--- config.mk ---
export PLATFORM = sky130hd
export DESIGN_NAME = command_frame_deframer_crc32
export DESIGN_NICKNAME = d
export VERILOG_FILES = /design/src/hdl/cfd_pkg.sv /design/src/hdl/cfd_cfg_regs.sv /design/src/hdl/cfd_parser.sv /design/src/hdl/cfd_out_fifo.sv /design/src/hdl/command_frame_deframer_crc32.sv
export SDC_FILE = /design/constraint.sdc
export NUM_CORES = 1
export LEC_CHECK = 0
export BUFFER_PORTS_ARGS = -buffer_cell sky130_fd_sc_hd__clkbuf_2
export CORE_MARGIN = 2
export CORE_UTILIZATION = 64
export CTS_CLUSTER_DIAMETER = 120
export CTS_CLUSTER_SIZE = 16
export DETAILED_ROUTE_END_ITERATION = 16
export PLACE_DENSITY = 0.85
export SYNTH_ARGS = -nofsm -noshare
export SYNTH_HDL_FRONTEND = slang
export SYNTH_HIERARCHICAL = 1
export SYNTH_SLANG_ARGS = --single-unit
--- constraint.sdc ---
create_clock -name clk -period 11.7 [get_ports clk]
set_input_delay 2.34 -clock clk [delete_from_list [all_inputs] [get_ports clk]]
set_output_delay 2.34 -clock clk [all_outputs]
set_load 0.05 [all_outputs]
--- src/hdl/cfd_pkg.sv ---
// Shared types, constants and the byte-wise CRC-32 step for the command frame deframer.
// Used by every module of the deframer; depends on nothing else.
`default_nettype none

package cfd_pkg;

	localparam int unsigned HeaderBytes = 16;
	localparam int unsigned CrcBytes    = 4;
	localparam logic [31:0] CrcPoly     = 32'hEDB8_8320;

	localparam logic [15:0] SyncWordReset = 16'h0000;
	localparam logic [31:0] CrcSeedReset  = 32'hEDB8_8320;

	localparam int unsigned AddrWidth = 3;

	localparam logic [0:0] REG_SYNC_WORD = 1'b0;
	localparam logic [0:0] REG_CRC_SEED  = 1'b1;

	localparam logic [1:0] KIND_PAYLOAD   = 2'd0;
	localparam logic [1:0] KIND_FRAME_OK  = 2'd1;
	localparam logic [1:0] KIND_FRAME_BAD = 2'd2;

	typedef struct packed {
		logic [15:0] sync_word;
		logic [31:0] crc_seed;
	} cfg_t;

	typedef struct packed {
		logic [1:0]  kind;
		logic [7:0]  payload_byte;
		logic [15:0] command;
		logic [31:0] source_address;
		logic [15:0] fragment_no;
		logic [15:0] last_fragment_no;
		logic [15:0] frame_type;
		logic [15:0] payload_length;
	} result_t;

	function automatic logic [31:0] crc32_byte(input logic [31:0] crc, input logic [7:0] b);
		logic [31:0] c;
		c = crc ^ {24'h000000, b};
		for (int i = 0; i < 8; i++) begin
			c = c[0] ? ((c >> 1) ^ CrcPoly) : (c >> 1);
		end
		return c;
	endfunction

endpackage

`default_nettype wire

--- src/hdl/cfd_cfg_regs.sv ---
// APB-style configuration registers of the deframer: sync word and CRC seed.
// Depends on cfd_pkg for the register indexes, reset values and cfg_t.
`default_nettype none

module cfd_cfg_regs import cfd_pkg::*; (
	input  wire logic                 clk,
	input  wire logic                 arst_n,
	input  wire logic                 psel,
	input  wire logic                 penable,
	input  wire logic                 pwrite,
	input  wire logic [AddrWidth-1:0] paddr,
	input  wire logic [31:0]          pwdata,
	output logic      [31:0]          prdata,
	output logic                      pready,
	output cfg_t                      cfg
);

	logic [15:0] sync_word_q;
	logic [31:0] crc_seed_q;
	logic        wr_en;
	logic [0:0]  reg_idx;

	assign pready  = 1'b1;
	assign wr_en   = psel && penable && pwrite;
	assign reg_idx = paddr[2:2];

	always_ff @(posedge clk or negedge arst_n) begin
		if (!arst_n) begin
			sync_word_q <= SyncWordReset;
			crc_seed_q  <= CrcSeedReset;
		end else if (wr_en) begin
			unique case (reg_idx)
				REG_SYNC_WORD: sync_word_q <= pwdata[15:0];
				REG_CRC_SEED:  crc_seed_q  <= pwdata;
				default: ;
			endcase
		end
	end

	always_comb begin
		unique case (reg_idx)
			REG_SYNC_WORD: prdata = {16'h0000, sync_word_q};
			REG_CRC_SEED:  prdata = crc_seed_q;
			default:       prdata = 32'h0000_0000;
		endcase
	end

	assign cfg.sync_word = sync_word_q;
	assign cfg.crc_seed  = crc_seed_q;

endmodule

`default_nettype wire

--- src/hdl/cfd_parser.sv ---
// Frame parser: sync hunt, header capture, payload CRC and frame verdict, one byte per cycle while accept is high.
// Depends on cfd_pkg for cfg_t, result_t, the kind codes and crc32_byte.
`default_nettype none

module cfd_parser import cfd_pkg::*; (
	input  wire logic       clk,
	input  wire logic       arst_n,
	input  wire logic       accept,
	input  wire logic [7:0] data_byte,
	input  wire cfg_t       cfg,
	output logic            push,
	output result_t         res
);

	localparam logic [1:0] PH_HUNT    = 2'd0;
	localparam logic [1:0] PH_HEADER  = 2'd1;
	localparam logic [1:0] PH_PAYLOAD = 2'd2;
	localparam logic [1:0] PH_CRC     = 2'd3;

	localparam logic [15:0] HdrLast = 16'(HeaderBytes - 1);
	localparam logic [15:0] CrcLast = 16'(CrcBytes - 1);

	logic [1:0]  phase_q, phase_d;
	logic [15:0] cnt_q, cnt_d;
	logic [7:0]  prev_q;
	logic [15:0] cmd_q, frag_q, last_frag_q, type_q, len_q;
	logic [31:0] addr_q, crc_q, rcv_q;

	logic [15:0] cnt_inc;
	logic [15:0] len_next;
	logic [31:0] rcv_next;
	logic [31:0] crc_next;

	assign cnt_inc  = cnt_q + 16'd1;
	assign len_next = {len_q[7:0], data_byte};
	assign rcv_next = {rcv_q[23:0], data_byte};
	assign crc_next = crc32_byte(crc_q, data_byte);

	always_comb begin
		phase_d = phase_q;
		cnt_d   = cnt_q;
		push    = 1'b0;
		res     = '0;
		unique case (phase_q)
			PH_HUNT: begin
				if (cnt_q != 16'd0 && {prev_q, data_byte} == cfg.sync_word) begin
					phase_d = PH_HEADER;
					cnt_d   = 16'd2;
				end else begin
					cnt_d = 16'd1;
				end
			end
			PH_HEADER: begin
				cnt_d = cnt_inc;
				if (cnt_q == HdrLast) begin
					cnt_d   = 16'd0;
					phase_d = (len_next == 16'd0) ? PH_CRC : PH_PAYLOAD;
				end
			end
			PH_PAYLOAD: begin
				cnt_d            = cnt_inc;
				push             = 1'b1;
				res.kind         = KIND_PAYLOAD;
				res.payload_byte = data_byte;
				if (cnt_inc >= len_q) begin
					cnt_d   = 16'd0;
					phase_d = PH_CRC;
				end
			end
			PH_CRC: begin
				cnt_d = cnt_inc;
				if (cnt_q == CrcLast) begin
					push                 = 1'b1;
					res.kind             = (rcv_next == 32'd0 || rcv_next == crc_q) ?
					                       KIND_FRAME_OK : KIND_FRAME_BAD;
					res.command          = cmd_q;
					res.source_address   = addr_q;
					res.fragment_no      = frag_q;
					res.last_fragment_no = last_frag_q;
					res.frame_type       = type_q;
					res.payload_length   = len_q;
					phase_d              = PH_HUNT;
					cnt_d                = 16'd0;
				end
			end
			default: ;
		endcase
		if (!accept) begin
			push = 1'b0;
		end
	end

	always_ff @(posedge clk or negedge arst_n) begin
		if (!arst_n) begin
			phase_q <= PH_HUNT;
			cnt_q   <= 16'd0;
		end else if (accept) begin
			phase_q <= phase_d;
			cnt_q   <= cnt_d;
		end
	end

	always_ff @(posedge clk) begin
		if (accept) begin
			if (phase_q == PH_HUNT) begin
				prev_q <= data_byte;
			end
			if (phase_q == PH_HEADER) begin
				if (cnt_q < 16'd4) begin
					cmd_q <= {cmd_q[7:0], data_byte};
				end else if (cnt_q < 16'd8) begin
					addr_q <= {addr_q[23:0], data_byte};
				end else if (cnt_q < 16'd10) begin
					frag_q <= {frag_q[7:0], data_byte};
				end else if (cnt_q < 16'd12) begin
					last_frag_q <= {last_frag_q[7:0], data_byte};
				end else if (cnt_q < 16'd14) begin
					type_q <= {type_q[7:0], data_byte};
				end else begin
					len_q <= len_next;
				end
				if (cnt_q == HdrLast) begin
					crc_q <= cfg.crc_seed;
					rcv_q <= 32'd0;
				end
			end
			if (phase_q == PH_PAYLOAD) begin
				crc_q <= crc_next;
			end
			if (phase_q == PH_CRC) begin
				rcv_q <= rcv_next;
			end
		end
	end

endmodule

`default_nettype wire

--- src/hdl/cfd_out_fifo.sv ---
// Two-entry result queue that decouples the parser from the downstream stall.
// Depends on cfd_pkg for result_t.
`default_nettype none

module cfd_out_fifo import cfd_pkg::*; (
	input  wire logic    clk,
	input  wire logic    arst_n,
	input  wire logic    push,
	input  wire result_t din,
	input  wire logic    pop,
	output logic         full,
	output logic         nonempty,
	output result_t      dout
);

	result_t    mem_q [2];
	logic [0:0] wr_ptr_q;
	logic [0:0] rd_ptr_q;
	logic [1:0] count_q;

	assign full     = (count_q == 2'd2);
	assign nonempty = (count_q != 2'd0);
	assign dout     = mem_q[rd_ptr_q];

	always_ff @(posedge clk or negedge arst_n) begin
		if (!arst_n) begin
			wr_ptr_q <= 1'b0;
			rd_ptr_q <= 1'b0;
			count_q  <= 2'd0;
		end else begin
			if (push) begin
				wr_ptr_q <= ~wr_ptr_q;
			end
			if (pop) begin
				rd_ptr_q <= ~rd_ptr_q;
			end
			if (push && !pop) begin
				count_q <= count_q + 2'd1;
			end else if (pop && !push) begin
				count_q <= count_q - 2'd1;
			end
		end
	end

	always_ff @(posedge clk) begin
		if (push) begin
			mem_q[wr_ptr_q] <= din;
		end
	end

endmodule

`default_nettype wire

--- src/hdl/command_frame_deframer_crc32.sv ---
// Top level of the command frame deframer with payload CRC-32.
// Depends on cfd_pkg, cfd_cfg_regs, cfd_parser and cfd_out_fifo.
//
//   Channel   Handshake            Word
//   config    APB psel/penable     sync_word at 0x0, crc_seed at 0x4
//   input     in_valid/in_stall    data_byte
//   output    out_valid/out_stall  kind, payload_byte, header fields
//
// One byte is accepted per cycle while in_stall is low; the parser state and CRC step settle in that cycle.
// A result is registered in the result queue when its byte is accepted; out_valid shows the queue head.
// in_stall rises only when the two-entry result queue is full.
// Reset clears the parser to the sync hunt and the registers to their defaults.
`default_nettype none

module command_frame_deframer_crc32 import cfd_pkg::*; (
	input  wire logic                 clk,
	input  wire logic                 arst_n,
	input  wire logic                 psel,
	input  wire logic                 penable,
	input  wire logic                 pwrite,
	input  wire logic [AddrWidth-1:0] paddr,
	input  wire logic [31:0]          pwdata,
	output logic      [31:0]          prdata,
	output logic                      pready,
	input  wire logic                 in_valid,
	output logic                      in_stall,
	input  wire logic [7:0]           data_byte,
	output logic                      out_valid,
	input  wire logic                 out_stall,
	output logic      [1:0]           kind,
	output logic      [7:0]           payload_byte,
	output logic      [15:0]          command,
	output logic      [31:0]          source_address,
	output logic      [15:0]          fragment_no,
	output logic      [15:0]          last_fragment_no,
	output logic      [15:0]          frame_type,
	output logic      [15:0]          payload_length
);

	cfg_t    cfg;
	result_t res;
	result_t head;
	logic    accept;
	logic    push;
	logic    full;

	cfd_cfg_regs u_cfg (
		.clk     (clk),
		.arst_n  (arst_n),
		.psel    (psel),
		.penable (penable),
		.pwrite  (pwrite),
		.paddr   (paddr),
		.pwdata  (pwdata),
		.prdata  (prdata),
		.pready  (pready),
		.cfg     (cfg)
	);

	assign in_stall = full;
	assign accept   = in_valid && !full;

	cfd_parser u_parser (
		.clk       (clk),
		.arst_n    (arst_n),
		.accept    (accept),
		.data_byte (data_byte),
		.cfg       (cfg),
		.push      (push),
		.res       (res)
	);

	cfd_out_fifo u_fifo (
		.clk      (clk),
		.arst_n   (arst_n),
		.push     (push),
		.din      (res),
		.pop      (out_valid && !out_stall),
		.full     (full),
		.nonempty (out_valid),
		.dout     (head)
	);

	assign kind             = head.kind;
	assign payload_byte     = head.payload_byte;
	assign command          = head.command;
	assign source_address   = head.source_address;
	assign fragment_no      = head.fragment_no;
	assign last_fragment_no = head.last_fragment_no;
	assign frame_type       = head.frame_type;
	assign payload_length   = head.payload_length;

endmodule

`default_nettype wire

==> results by stage, run 1 <==
Global route:
- After global routing the overflow that remains totals 0.
- In the global route stage, overall resource usage came out at 0.239.
- The first global-routing pass estimated 62300 microns of wire.
- The number of antenna violations at the first check in global routing came to 0.
- The largest net degree at the start of global routing is between 100 and 150.
- The number of global-route vias before repair is between 10000 and 15000.

Clock network:
- The clock transition time at the flip-flop clock pins of the worst setup and hold paths is ~70 ps.
- Buffers inserted to repair hold after CTS numbered 0.
- The number of gates resized after cts is 0.
- The tree built by TritonCTS fans out to 490 sinks.
- The number of H-tree levels is 2.
- The buffer type at the clock tree root is clkbuf_16.
- The post-CTS repair timing setup buffer count is 0.
- The insertion delay to the later sink of the worst-skew pair is roughly 540 ps.
- The maximum root-to-sink buffer count is 3.
- TritonCTS built the clock tree.
- Buffers inserted during clock tree synthesis total 36.

STA:
- The smallest clock period supported by the final layout is computed as 5950 ps.
- The highest attainable clock frequency is about 170 MHz.
- The final count of pins violating max slew came to 0.
- Setup repair after global routing left no endpoint under its margin.
- The final cycle utilization of the critical path is 0.509.
- Setup total negative slack on the finished layout was measured at 0 ps.
- The worst-case headroom to the max-slew limit is 0.197.
- The final number of hold-violating endpoints is 0.
- The transition time of the tightest slew-check pin is between 1000 and 1500 ps.
- Between clock sinks in the finished design, the worst skew comes to approximately 25 ps.
- Setup violations remaining at the end of the flow were counted as 0.

Job:
- The number of violations of the max-capacitance limit is 0.

Power:
- Overall power consumption after layout is estimated at 5.44 mW.
- Summed over all cells, the static leakage comes to roughly 9 nW.
- In this run the power density over the cells is 230 mW/mm^2.
- VDD sags by at most ~160 uV.

Synthesis:
- The dominant combinational cell family by area after synthesis is multiplexers.
- Of the total synthesized cell area, the portion taken by AND, OR, NAND and NOR gates is 0.0792.
- The synthesized-area fraction occupied by ao, oa, aoi and oai cells is 0.0161.
- After synthesis, the most frequently instantiated cells are edfxtp_1, and2_1, mux2_2, mux2_4, xnor2_1.
- The post-synthesis register bit count is 490.
- The top cell type by total area after synthesis is edfxtp_1.
- The number of distinct library cells after synthesis is 51.
- For this run, the register share of the synthesized area comes to 0.679.
- The post-synthesis net count is about 1400.
- By area the synthesized netlist is led by edfxtp_1, mux2_2, dfrtp_1.
- Each instance of the synthesized netlist takes up on average 16.5 sq um.
- The proportion of synthesized area in mux cells is 0.128.
- The xor/xnor share of the synthesized area is 0.0604.
- Of the post-synthesis cell area, the dominant cell type holds 0.595.
- The arithmetic-cell share of the synthesized area counting full adders, half adders and majority gates is 0.0154.
- For this run, asynchronously set or reset flops after synthesis account for 0.143.
- The total standard cell area after synthesis is roughly 0.021 sq mm.
- The total number of yosys warnings is 6.
- The synthesized design contains 420 enable-type register cells.
- Synthesis produced roughly 1300 cells.
- The flip-flop cell with the highest count after synthesis is edfxtp_1.
- The cell with the most instances after synthesis is edfxtp_1.

Setup path:
- The worst setup path is launched from an input pin.
- The worst register-to-register path begins at u_parser/cnt_q[1]$_DFFE_PN0P_.
- Along the worst path, the maximum fanout reaches 34.
- The worst setup path is captured at an output port.
- The data required time of the critical path is around 9400 ps.
- STA puts the critical path data arrival time at approximately 3600 ps.
- The worst register-to-register path ends at u_parser/cnt_q[2]$_DFFE_PN0P_.
- The number of cells on the worst reg-to-reg path is 12.
- The worst setup path is of the input pin to output port kind.
- The minimum setup slack among reg-to-reg paths is roughly 7200 ps.

Floorplan:
- From bottom edge to top edge, the die measures ~190 microns.
- Measured along the x axis, the die boundary spans 186 microns.
- The placement row count is 66.
- The number of top-level pins is 207.
- The floorplan die area is around 0.035 sq mm.
- For this configuration, the core starts out at a cell density of 0.651.
- The floorplan step defined a core boundary enclosing approximately 0.033 sq mm.

Min path:
- In this run the most critical hold path is launched from u_parser/cmd_q[1]$_DFFE_PP_.
- Counting instances, the worst hold path has a depth of 0.
- The worst hold endpoint is u_parser/cmd_q[9]$_DFFE_PP_.
- The type of the worst min-delay path is flip-flop to flip-flop.

Cells and area:
- Compared with the post-synthesis result, the final layout area differs by 11.5%.
- The area used by multi-input combinational logic is approximately 0.0064 sq mm.
- The filler cells instantiated in the layout total ~2000.
- In the final layout, the share of cells above drive strength 1 is 0.342.
- After the last flow step, the layout net total stands at ~1600.
- Summing all flip-flop and latch instances after layout gives 0.0144 sq mm.
- The number of antenna diodes in the final layout is 0.

Placed design:
- The HPWL after detailed placement is ~26000 microns.
- The final weighted congestion in routability-driven placement is 0.856.
- The number of buffers inserted by port buffering is approximately 200.

Detailed routing:
- After detailed routing, the number of vias per cell comes to roughly 5.7.
- The routed layout has between 10000 and 15000 vias.
- In the final routed layout, each cell accounts on average for 21.0 microns.
- The number of DRC violations after detailed routing is 0.
- After detailed routing, the total wire length is slightly above 40000 microns.
- The count of nets left with antenna violations once routing finished came out at 0.
- The first TritonRoute pass finished after 5 iterations.
- After the first detailed-routing iteration, the DRC count stood at 874.

Status:
- The flow ran to the end, and the final reports show no timing, DRC or antenna violations.
-- power by group --
group / total (mW) / switching [mW] / internal (mW)
registers: 2.36 / 0.176 / 2.19
logic: 1.95 / 1.27 / 0.678
clock network: 1.12 / 0.551 / 0.572
-- state kept, by name, summed over array words and instances, names as in the netlist --
register and count:
u_cfg/crc_seed_q 32, u_cfg/sync_word_q 16, u_fifo/count_q 2, u_fifo/mem_q 244, u_fifo/rd_ptr_q 1, u_fifo/wr_ptr_q 1, u_parser/addr_q 32, u_parser/cmd_q 16
u_parser/cnt_q 16, u_parser/crc_q 32, u_parser/frag_q 16, u_parser/last_frag_q 16, u_parser/len_q 16, u_parser/phase_q 2, u_parser/prev_q 8, u_parser/rcv_q 24
u_parser/type_q 16
-- critical path, cell delays in order --
cell,delay (ps)
clkbuf_2,570
mux2_2,450
clkbuf_2,250
-- worst max-delay path by stage --
stage,endpoint,slack [ps],from
floorplan,u_fifo/mem_q[0][0]$_DFFE_PP_,2500,in_valid
global placement,prdata[2],5750,paddr[2]
detailed placement,prdata[2],5740,paddr[2]
CTS,prdata[2],5730,paddr[2]
global route,prdata[2],5670,paddr[2]
finish,prdata[2],5750,paddr[2]
-- layout make-up --
cell class | instances | area share
clock buffers | 52 | 0.0407
clock inverters | 3 | 0.00143
inverters | 39 | 0.00620
multi-input cells | 702 | 0.271
flip-flops and latches | 490 | 0.609
well taps | 442 | 0.0234
repair buffers | 218 | 0.0478
-- layer usage --
layer	vias to the layer above	global-route usage	part of all wire	wire, microns
met5	-	0	0	0
li1	5106	-	-	-
met4	0	0.0583	0.022	894
met1	5565	0.315	0.42	17000
met2	339	0.415	0.51	20700
met3	71	0.0436	0.056	2280
-- kinds of logic (layout without fill, tap and decap cells) --
family                     Yosys count  count (layout)
muxes                              215             215
DFF                                490             490
other                                1               1
adders and majority gates           26              26
buffers and inverters               88             312
AOI/OAI and AO/OA                   53              53
and+or+nand+nor                    279             279
xor gates and xnor gates           128             128
-- stage by stage --
step | cell area, sq um | hold slack [ps] | std cells | setup slack (ps) | util
after floorplan | 21200 | 417 | 1280 | 2500 | -
after global placement | 22600 | 419 | 1891 | 5750 | 0.695
after detailed placement | 22600 | 424 | 1891 | 5740 | 0.695
after CTS | 23600 | 439 | 1946 | 5730 | 0.726
after global routing | 23600 | 450 | 1946 | 5670 | 0.726
final | 23600 | 435 | 1946 | 5750 | 0.726
-- placed cells by master, fill, tap and decap left out, types with 3 or more instances in the layout --
| cell | synthesis | routed |
|---|---|---|
| clkbuf_2 | 0 | 202 |
| nand4_1 | 14 | 14 |
| nor3_1 | 10 | 9 |
| edfxtp_1 | 420 | 420 |
| dfstp_2 | 14 | 14 |
| xnor2_4 | 4 | 4 |
| o221ai_1 | 7 | 7 |
| nor2_1 | 17 | 17 |
| dfrtp_1 | 56 | 55 |
| nand3_1 | 11 | 11 |
| nor4_2 | 1 | 4 |
| clkbuf_1 | 26 | 16 |
| nor2b_4 | 2 | 3 |
| a21oi_1 | 13 | 13 |
| a31oi_1 | 3 | 3 |
| xor2_1 | 36 | 36 |
| buf_4 | 1 | 15 |
| o21ai_0 | 10 | 9 |
| xnor2_2 | 9 | 9 |
| mux2_4 | 80 | 80 |
| and2_1 | 161 | 160 |
| mux2_2 | 131 | 131 |
| xnor2_1 | 78 | 78 |
| clkbuf_16 | 0 | 36 |
| nand2_1 | 25 | 25 |
| ha_1 | 26 | 25 |
| o211ai_1 | 3 | 3 |
| o22ai_1 | 8 | 8 |
| inv_1 | 39 | 39 |
| nor4_1 | 22 | 18 |
Power figures use the tool's default switching activity.
==> run 2, diff against run 1 <==
- ABC_AREA: default -> 1
- CORE_UTILIZATION: 64 -> 60
- PLACE_DENSITY: 0.85 -> 0.81
- clock period: 11.7 -> 5.8 ns (I/O delays scaled with it)
==> run 2 against run 1 <==
- register-to-register slack got worse by 5100 ps
- worst hold slack improved by 5.8 ps
- clock power increased by 110%
- combinational power increased by 87%
- global-route usage increased by 0.061 points
- sequential share of layout area decreased by 2.1 points
- first-iteration DRC count increased by 24%
- design area increased by 3.6%
- largest cell class unchanged
- highest routed layer unchanged
==> results by stage, run 2 <==
Clock network:
- The number of buffers created by CTS is 36.
- The sink count of the clock tree is between 400 and 500.
- The number of H-tree levels is 2.
- The root buffer cell chosen for the clock tree is clkbuf_16.
- The maximum root-to-sink buffer count is 3.
- The CTS tree is built.
- The number of gates resized after cts is 0.
- The insertion delay to the later sink of the worst-skew pair is around 560 ps.
- The number of buffers added to fix hold violations after cts is 0.
- After clock tree synthesis, the clock-pin slew on the worst setup and hold paths is ~70 ps.
- The number of setup buffers added after CTS is 0.

Synthesis:
- In this run, synthesis inferred 420 flip-flops with an integrated enable.
- The number of distinct library cells after synthesis is 46.
- After synthesis, the most frequently instantiated cells are edfxtp_1, nand2_1, inv_1, nor2_1, nand3_1.
- A synthesized cell averages 12.4 sq um.
- The gate count after technology mapping is about 1800.
- After synthesis, the cell types taking the most area are edfxtp_1, dfrtp_1, nand2_1.
- In the synthesized netlist the async set-or-reset flop fraction comes to 0.143.
- Among all flip-flop cells after synthesis, the most frequent one is edfxtp_1.
- Summed over all instances, the cell type with the most area after synthesis is edfxtp_1.
- The total standard cell area after synthesis is ~0.022 sq mm.
- Of the synthesized area, sequential elements account for 0.654.
- The top-area cell type share of the netlist area is 0.573.
- The post-synthesis net count is approximately 1800.
- Yosys instantiated no cell more often than edfxtp_1.
- For this run, the number of Yosys warnings is 6.
- Counting flops and latches in the post-synthesis netlist gives 490.

STA:
- The number of failing setup endpoints in the final timing report is 0.
- The final critical path time including I/O delays and setup is approximately 4000 ps.
- The worst setup skew after layout is about 28 ps.
- The final number of hold-violating endpoints was 0.
- Headroom to the max-slew limit came out at 0.189.
- At the pin with the least slew margin, the transition time is between 1000 and 1500 ps.
- The sum of negative setup slack is 0 ps.
- Setup repair after global routing left no endpoint under its margin.
- Derived from the worst setup path, the maximum achievable clock frequency is approximately 250 MHz.
- The final cycle utilization of the critical path is 0.691.
- The worst path meets setup with between 1500 and 2000 ps of slack.
- The final count of pins violating max slew is 0.

Cells and area:
- The library cell used most frequently in the layout, excluding fill and tap cells, is edfxtp_1.
- In the layout the commonest cells are edfxtp_1, nand2_1, inv_1.
- The filler cells instantiated in the layout total approximately 2600.
- The register with the most flip-flops in the layout has 244 of them.
- The layout cell share with drive strength beyond 1 is 0.252.
- The number of diodes is 0.
- The footprint of the flip-flops and latches is ~0.014 sq mm.
- For this run, the post-layout net count is between 2000 and 2500.
- The register ranked first by flip-flop count is u_fifo/mem_q.
- Measured on the finished design, the core utilization comes to 0.673.
- The area used by multi-input combinational logic is 0.00633 sq mm.
- The layout overhead on the synthesized area is 11.2%.

Detailed routing:
- The number of search-and-repair iterations in the first detailed-routing pass is 5.
- The routed via count divided by cell count is approximately 5.4.
- The first routing iteration left about 1100 violations.
- The residual antenna-violating net count after detailed routing is 0.
- The average wire per standard cell is between 15 and 20 microns.
- Wires add up to about 45000 microns.
- The number of DRC violations after detailed routing is 0.
- For this block, the via count after detailed routing is approximately 13000.

Power:
- The static power due to leakage is 10.5 nW.
- Across the VDD grid, the largest voltage drop is 250 uV.
- The cell area power density is about 430 mW/mm^2.

Floorplan:
- After floorplanning, the core was divided into 70 placement rows.
- The die covers between 0.03 and 0.04 sq mm.
- From left edge to right edge, the die measures around 200 microns.
- In this run the vertical extent of the chip is ~200 microns.
- The initial utilization of the core area, before any placement, comes to 0.605.
- The core outline area is about 0.036 sq mm.
- The number of top-level pins is approximately 210.

Global route:
- The number of antenna violations at the first check in global routing is 1.
- The wire length of the first global-routing pass is between 70000 and 80000 microns.
- The number of global-route vias before repair is ~13000.
- The global-route usage over all layers is 0.240.
- The largest net degree at the start of global routing is 102.
- The sum of overflow across all layers after global routing is 0.

Placed design:
- The HPWL after detailed placement is a little over 30000 microns.
- The number of buffers inserted by port buffering is about 200.
- The final weighted congestion in routability-driven placement is about 0.86.
- The worst setup slack after placement is ~1800 ps.

Setup path:
- The capture point of the worst reg-to-reg path is u_parser/cnt_q[15]$_DFFE_PN0P_.
- The minimum setup slack among reg-to-reg paths is approximately 2100 ps.
- Data on the critical path arrives at its endpoint at 2850 ps.
- In this design, the stage delay of the slowest critical-path cell is 590 ps.
- Walking the worst path, the cells encountered are clkbuf_2 -> buf_4 -> inv_1 -> nand2_1 -> nand2_1 -> clkbuf_2.
- The worst register-to-register path begins at u_parser/cnt_q[0]$_DFFE_PN0P_.
- The number of cells on the worst reg-to-reg path is 19.
- The data required time of the critical path is approximately 4600 ps.
- The category of the critical setup timing path is input pin to output port.
- The type of element capturing the critical path is an output port.
- On the critical path, the stage with the largest delay is an instance of inv_1.
- The startpoint type of the worst setup path is an input pin.
- In this run the worst path has a maximum fanout of 66.

Min path:
- For hold timing, the worst endpoint is u_parser/cmd_q[8]$_DFFE_PP_.
- The worst hold path belongs to the class flip-flop to flip-flop.
- The startpoint of the lowest-slack hold path is u_parser/cmd_q[0]$_DFFE_PP_.
- Counting instances, the worst hold path has a depth of 0.

Job:
- Across the run, the number of max-cap violations was 0.

Status:
- The flow ran to the end, and the final reports show no timing, DRC or antenna violations.
-- run 2: cell types whose count changed after synthesis, sizes merged, moves of 38 or more --
cell   previous run  this run
nor2             17       151
inv              39       249
and2            163         0
xnor2            91        32
nand2            25       378
xor2             36        74
nand3            11        74
mux2            213       122
-- run 2: kinds of logic after synthesis --
group / Yosys count / synth area share
buffers and inverters: 311 / 0.0607
AND/OR/NAND/NOR: 650 / 0.134
adder cells (fa/ha/maj): 26 / 0.0148
XOR/XNOR: 106 / 0.0463
AO/OA/AOI/OAI: 64 / 0.0159
flip-flops: 490 / 0.654
multiplexers: 122 / 0.0744
other: 1 / 0.000170
-- run 2: layout make-up --
type | instances | area share
inverter | 250 | 0.0386
multi-input combinational | 969 | 0.259
timing repair buffer | 221 | 0.0491
sequential | 490 | 0.588
clock buffer | 55 | 0.0397
tap | 468 | 0.0239
clock inverter | 4 | 0.00220
-- run 2: through the flow --
step           cell area (sq um)  std cells  hold slack [ps]  power, mW
2_1_floorplan              22000       1770              426       7.52
3_3_place_gp               23400       2398              428       8.21
3_5_place_dp               23400       2398              434       8.29
4_1_cts                    24500       2457              440       10.6
5_1_grt                    24500       2457              455       10.9
6_report                   24500       2457              441       10.5
-- run 2: power breakdown --
group | switching [mW] | internal (mW) | total, mW | leakage (nW)
Combinational | 2.56 | 1.08 | 3.64 | 5.39
Sequential | 0.251 | 4.32 | 4.57 | 4.61
Clock | 1.15 | 1.17 | 2.32 | 0.491
Total | 3.96 | 6.57 | 10.5 | 10.5
-- run 2: routing by layer --
metal	wire, microns	part of all wire	global-route usage
met5	0	0	0
met4	1060	0.023	0.0690
met3	2980	0.066	0.0389
met2	22200	0.49	0.401
met1	19200	0.42	0.327
-- run 2: worst max-delay path by stage --
| stage | from | end | slack (ps) | depth (start not counted) |
|---|---|---|---|---|
| CTS | paddr[2] | prdata[12] | 1820 | 6 |
| detailed placement | paddr[2] | prdata[12] | 1820 | 6 |
| finish | paddr[2] | prdata[7] | 1790 | 6 |
| floorplan | in_valid | u_fifo/mem_q[0][0]$_DFFE_PP_ | 200 | 7 |
| global placement | paddr[2] | prdata[10] | 1860 | 6 |
| global route | paddr[2] | prdata[8] | 1630 | 6 |
-- run 2: critical path: cells and delay by family --
family	cells	cell delay [ps]
buf+inv	4	1390
simple gates	2	270
==> run 3, diff against run 2 <==
- CORE_UTILIZATION: 60 -> 54
- PLACE_DENSITY: 0.81 -> 0.77
- clock period: 5.8 -> 3.65 ns (I/O delays scaled with it)
==> run 3 against run 2 <==
- sequential cell count unchanged
- critical path depth is 14 higher
- design area rose by 0.84%
- largest power group unchanged
- sequential share of layout area shrank 0.48 points
- worst hold slack worse by 83 ps
- via count is 0.27% lower
- die area increased by 11%
- clock power is 60% higher
- non-clock buffer count rose by 12
==> results by stage, run 3 (same netlist as run 2, synthesis figures left out) <==
STA:
- The tightest hold path in the finished design has a slack of approximately 360 ps.
- The worst-case headroom to the max-slew limit is 0.243.
- Setup violations remaining at the end of the flow were counted as 0.
- The final critical path time including I/O delays and setup is 3290 ps.
- The worst setup skew after layout is 28.8 ps.
- Based on the critical path, the design can be clocked at up to roughly 300 MHz.
- The final number of hold-violating endpoints is 0.
- The final cycle utilization of the critical path is 0.901.
- Setup repair after global routing left no endpoint under its margin.
- The final count of pins violating max slew is 0.
- The transition time of the tightest slew-check pin is 1140 ps.
- The sum of negative setup slack is 0 ps.

Power:
- Dividing total power by cell area gives a power density of slightly below 700 mW/mm^2.
- Overall power consumption after layout is estimated at 16.8 mW.
- The clock power share is 0.221.
- The worst-case vdd ir drop is roughly 440 uV.
- The static power due to leakage is roughly 11 nW.
- The total net switching power is 6.36 mW.
- The relative contribution of combinational cells to total power is 0.348.
- The internal power component is 10.5 mW.
- The sequential power share is 0.432.
- Of the total power, the share spent switching nets is 0.378.

Floorplan:
- The core outline area is ~0.040 sq mm.
- The horizontal extent of the die is between 200 and 250 microns.
- The placement row count is 73.
- The starting utilization of the core area is 0.550.
- The floorplan die area is around 0.042 sq mm.
- From bottom edge to top edge, the die measures about 210 microns.
- The number of top-level pins is between 200 and 250.

Setup path:
- The largest fanout on the critical path is 13.
- The critical path starts at u_parser/cnt_q[1]$_DFFE_PN0P_.
- The data required time of the critical path is 4090 ps.
- The minimum setup slack among reg-to-reg paths is approximately 360 ps.
- The critical path arrival is ~3700 ps.
- The type of element capturing the critical path is a flip-flop.
- The worst setup path is of the flip-flop to flip-flop kind.
- The startpoint of the most critical register-to-register path is u_parser/cnt_q[1]$_DFFE_PN0P_.
- The endpoint identified for the worst register-to-register timing path is u_parser/cnt_q[8]$_DFFE_PN0P_.
- The number of cells on the worst reg-to-reg path is 20.
- STA classifies the critical path startpoint as a flip-flop.

Placed design:
- The final weighted congestion in routability-driven placement is roughly 0.88.
- The wire-length estimate of the detail-placed layout is roughly 30000 microns.
- The total instance count after detailed placement is between 2000 and 2500.
- Input and output buffers added on the ports amount to approximately 200.

Clock network:
- The buffer type at the clock tree root is clkbuf_16.
- Buffers added to address setup during post-CTS repair amount to 0.
- The CTS tree is built.
- Clock-pin slew was measured on the worst setup and hold paths at 80 ps.
- The maximum root-to-sink buffer count is 3.
- The number of H-tree levels is 2.
- The insertion delay to the later sink of the worst-skew pair is between 500 and 600 ps.
- Buffers inserted during clock tree synthesis total 36.
- The sink count of the clock tree is between 400 and 500.

Cells and area:
- The layout overhead on the synthesized area is 12.1%.
- The number of diodes is 0.
- In the layout the commonest cells are edfxtp_1, nand2_1, inv_1.
- The non-filler instance count after layout is about 2500.
- Of the cells placed in the final design, the portion with a size suffix greater than 1 is 0.260.
- The net count of the finished layout is just over 2000.
- The most frequent standard cell in the layout excluding fill and tap cells is edfxtp_1.
- The register with the most flip-flops in the layout has around 240 of them.
- u_fifo/mem_q holds more flip-flops than any other register.
- For this run, the share of the core covered by cells in the final layout is 0.617.

Min path:
- The number of cells on the worst hold path is 3.
- The worst hold endpoint is u_cfg/crc_seed_q[19]$_DFFE_PN1P_.
- The tightest min-delay check is of the input pin to flip-flop type.
- The startpoint of the lowest-slack hold path is pwdata[19].

Detailed routing:
- The first detailed-routing pass ran for 5 iterations.
- The vias after detailed routing is around 13000.
- The residual antenna-violating net count after detailed routing is 0.
- The first routing iteration left 918 violations.
- Dividing the detail-routed via count by the number of cells gives around 5.2.
- The average wire per standard cell is between 15 and 20 microns.
- The number of DRC violations after detailed routing is 0.
- For this block, the routed nets add up to 45300 microns of wire.

Global route:
- The number of global-route vias before repair is 12900.
- The largest net degree at the start of global routing is roughly 120.
- The first global-routing pass estimated 70000 microns of wire.
- The number of antenna violations at the first check in global routing was 1.
- After global routing the overflow that remains totals 0.
- For this run, the total global-route usage over all layers was measured as 0.217.

Status:
- The flow ran to the end, and the final reports show no timing, DRC or antenna violations.

Job:
- Max-cap violations in this run came to 0.
run 3: cell count changes in the layout (fill, tap and decap cells not counted), sizes merged:
| cell | previous run | this run |
|---|---|---|
| buf | 19 | 31 |
| clkinvlp | 0 | 1 |
| inv | 251 | 250 |
run 3: worst max-delay path by stage:
stage	to	slack (ps)	depth (start not counted)
finish	u_parser/cnt_q[8]$_DFFE_PN0P_	360	20
global route	u_parser/cnt_q[9]$_DFFE_PN0P_	40	20
CTS	u_parser/cnt_q[8]$_DFFE_PN0P_	210	20
detailed placement	u_parser/cnt_q[15]$_DFFE_PN0P_	230	20
global placement	u_parser/cnt_q[11]$_DFFE_PN0P_	300	20
floorplan	u_fifo/mem_q[0][0]$_DFFE_PP_	-30	10
run 3: worst max-delay path, stage by stage, from the launching register on:
cell and delay (ps):
dfrtp_1 450, ha_2 290, inv_1 60, nor2_2 170
nand3_1 160, nor2_2 160, nand3_1 120, nor2_1 160
nand3_1 80, nand2_1 120, inv_1 50, ha_1 270
nand2_1 50, nor2_1 110, nor3b_2 210, nand2_1 70
nand4_1 110, nand2_1 130, nand2_1 80, buf_4 200
o21ai_0 100
run 3: layout make-up:
type,instances,area [sq um]
repair buffers,233,1300
clock inverters,4,53.8
multi-input cells,969,6360
flip-flops and latches,490,14400
clock buffers,55,972
well taps,525,657
inverters,250,942
fillers,3069,15300
run 3: routing by layer:
layer,share of wire,wire (microns),GRT usage,vias up
met5,0,0,0,-
met4,0.025,1150,0.0645,0
met3,0.061,2750,0.0385,71
met2,0.49,22100,0.358,415
met1,0.43,19300,0.297,6390
li1,-,-,-,6309
run 3: stage by stage:
step / cell area, sq um / setup slack, ps
floorplan: 22000 / -31.1
global placement: 23600 / 302
detailed placement: 23600 / 228
CTS: 24700 / 207
global route: 24700 / 44.7
finish: 24700 / 362
run 3: what timing repair did:
item	4_1_cts	5_1_grt
resized for setup	0	3
hold buffers	0	0
endpoints found under the setup margin	0	16
run 3: power groups by stage:
stage / logic [mW] / registers, mW / clock network (mW)
after floorplan: 4.74 / 7.21 / 0
after global placement: 5.80 / 7.34 / 0
after detailed placement: 5.88 / 7.38 / 0
after CTS: 5.90 / 7.27 / 3.82
after global routing: 6.23 / 7.33 / 4.03
final: 5.85 / 7.27 / 3.72
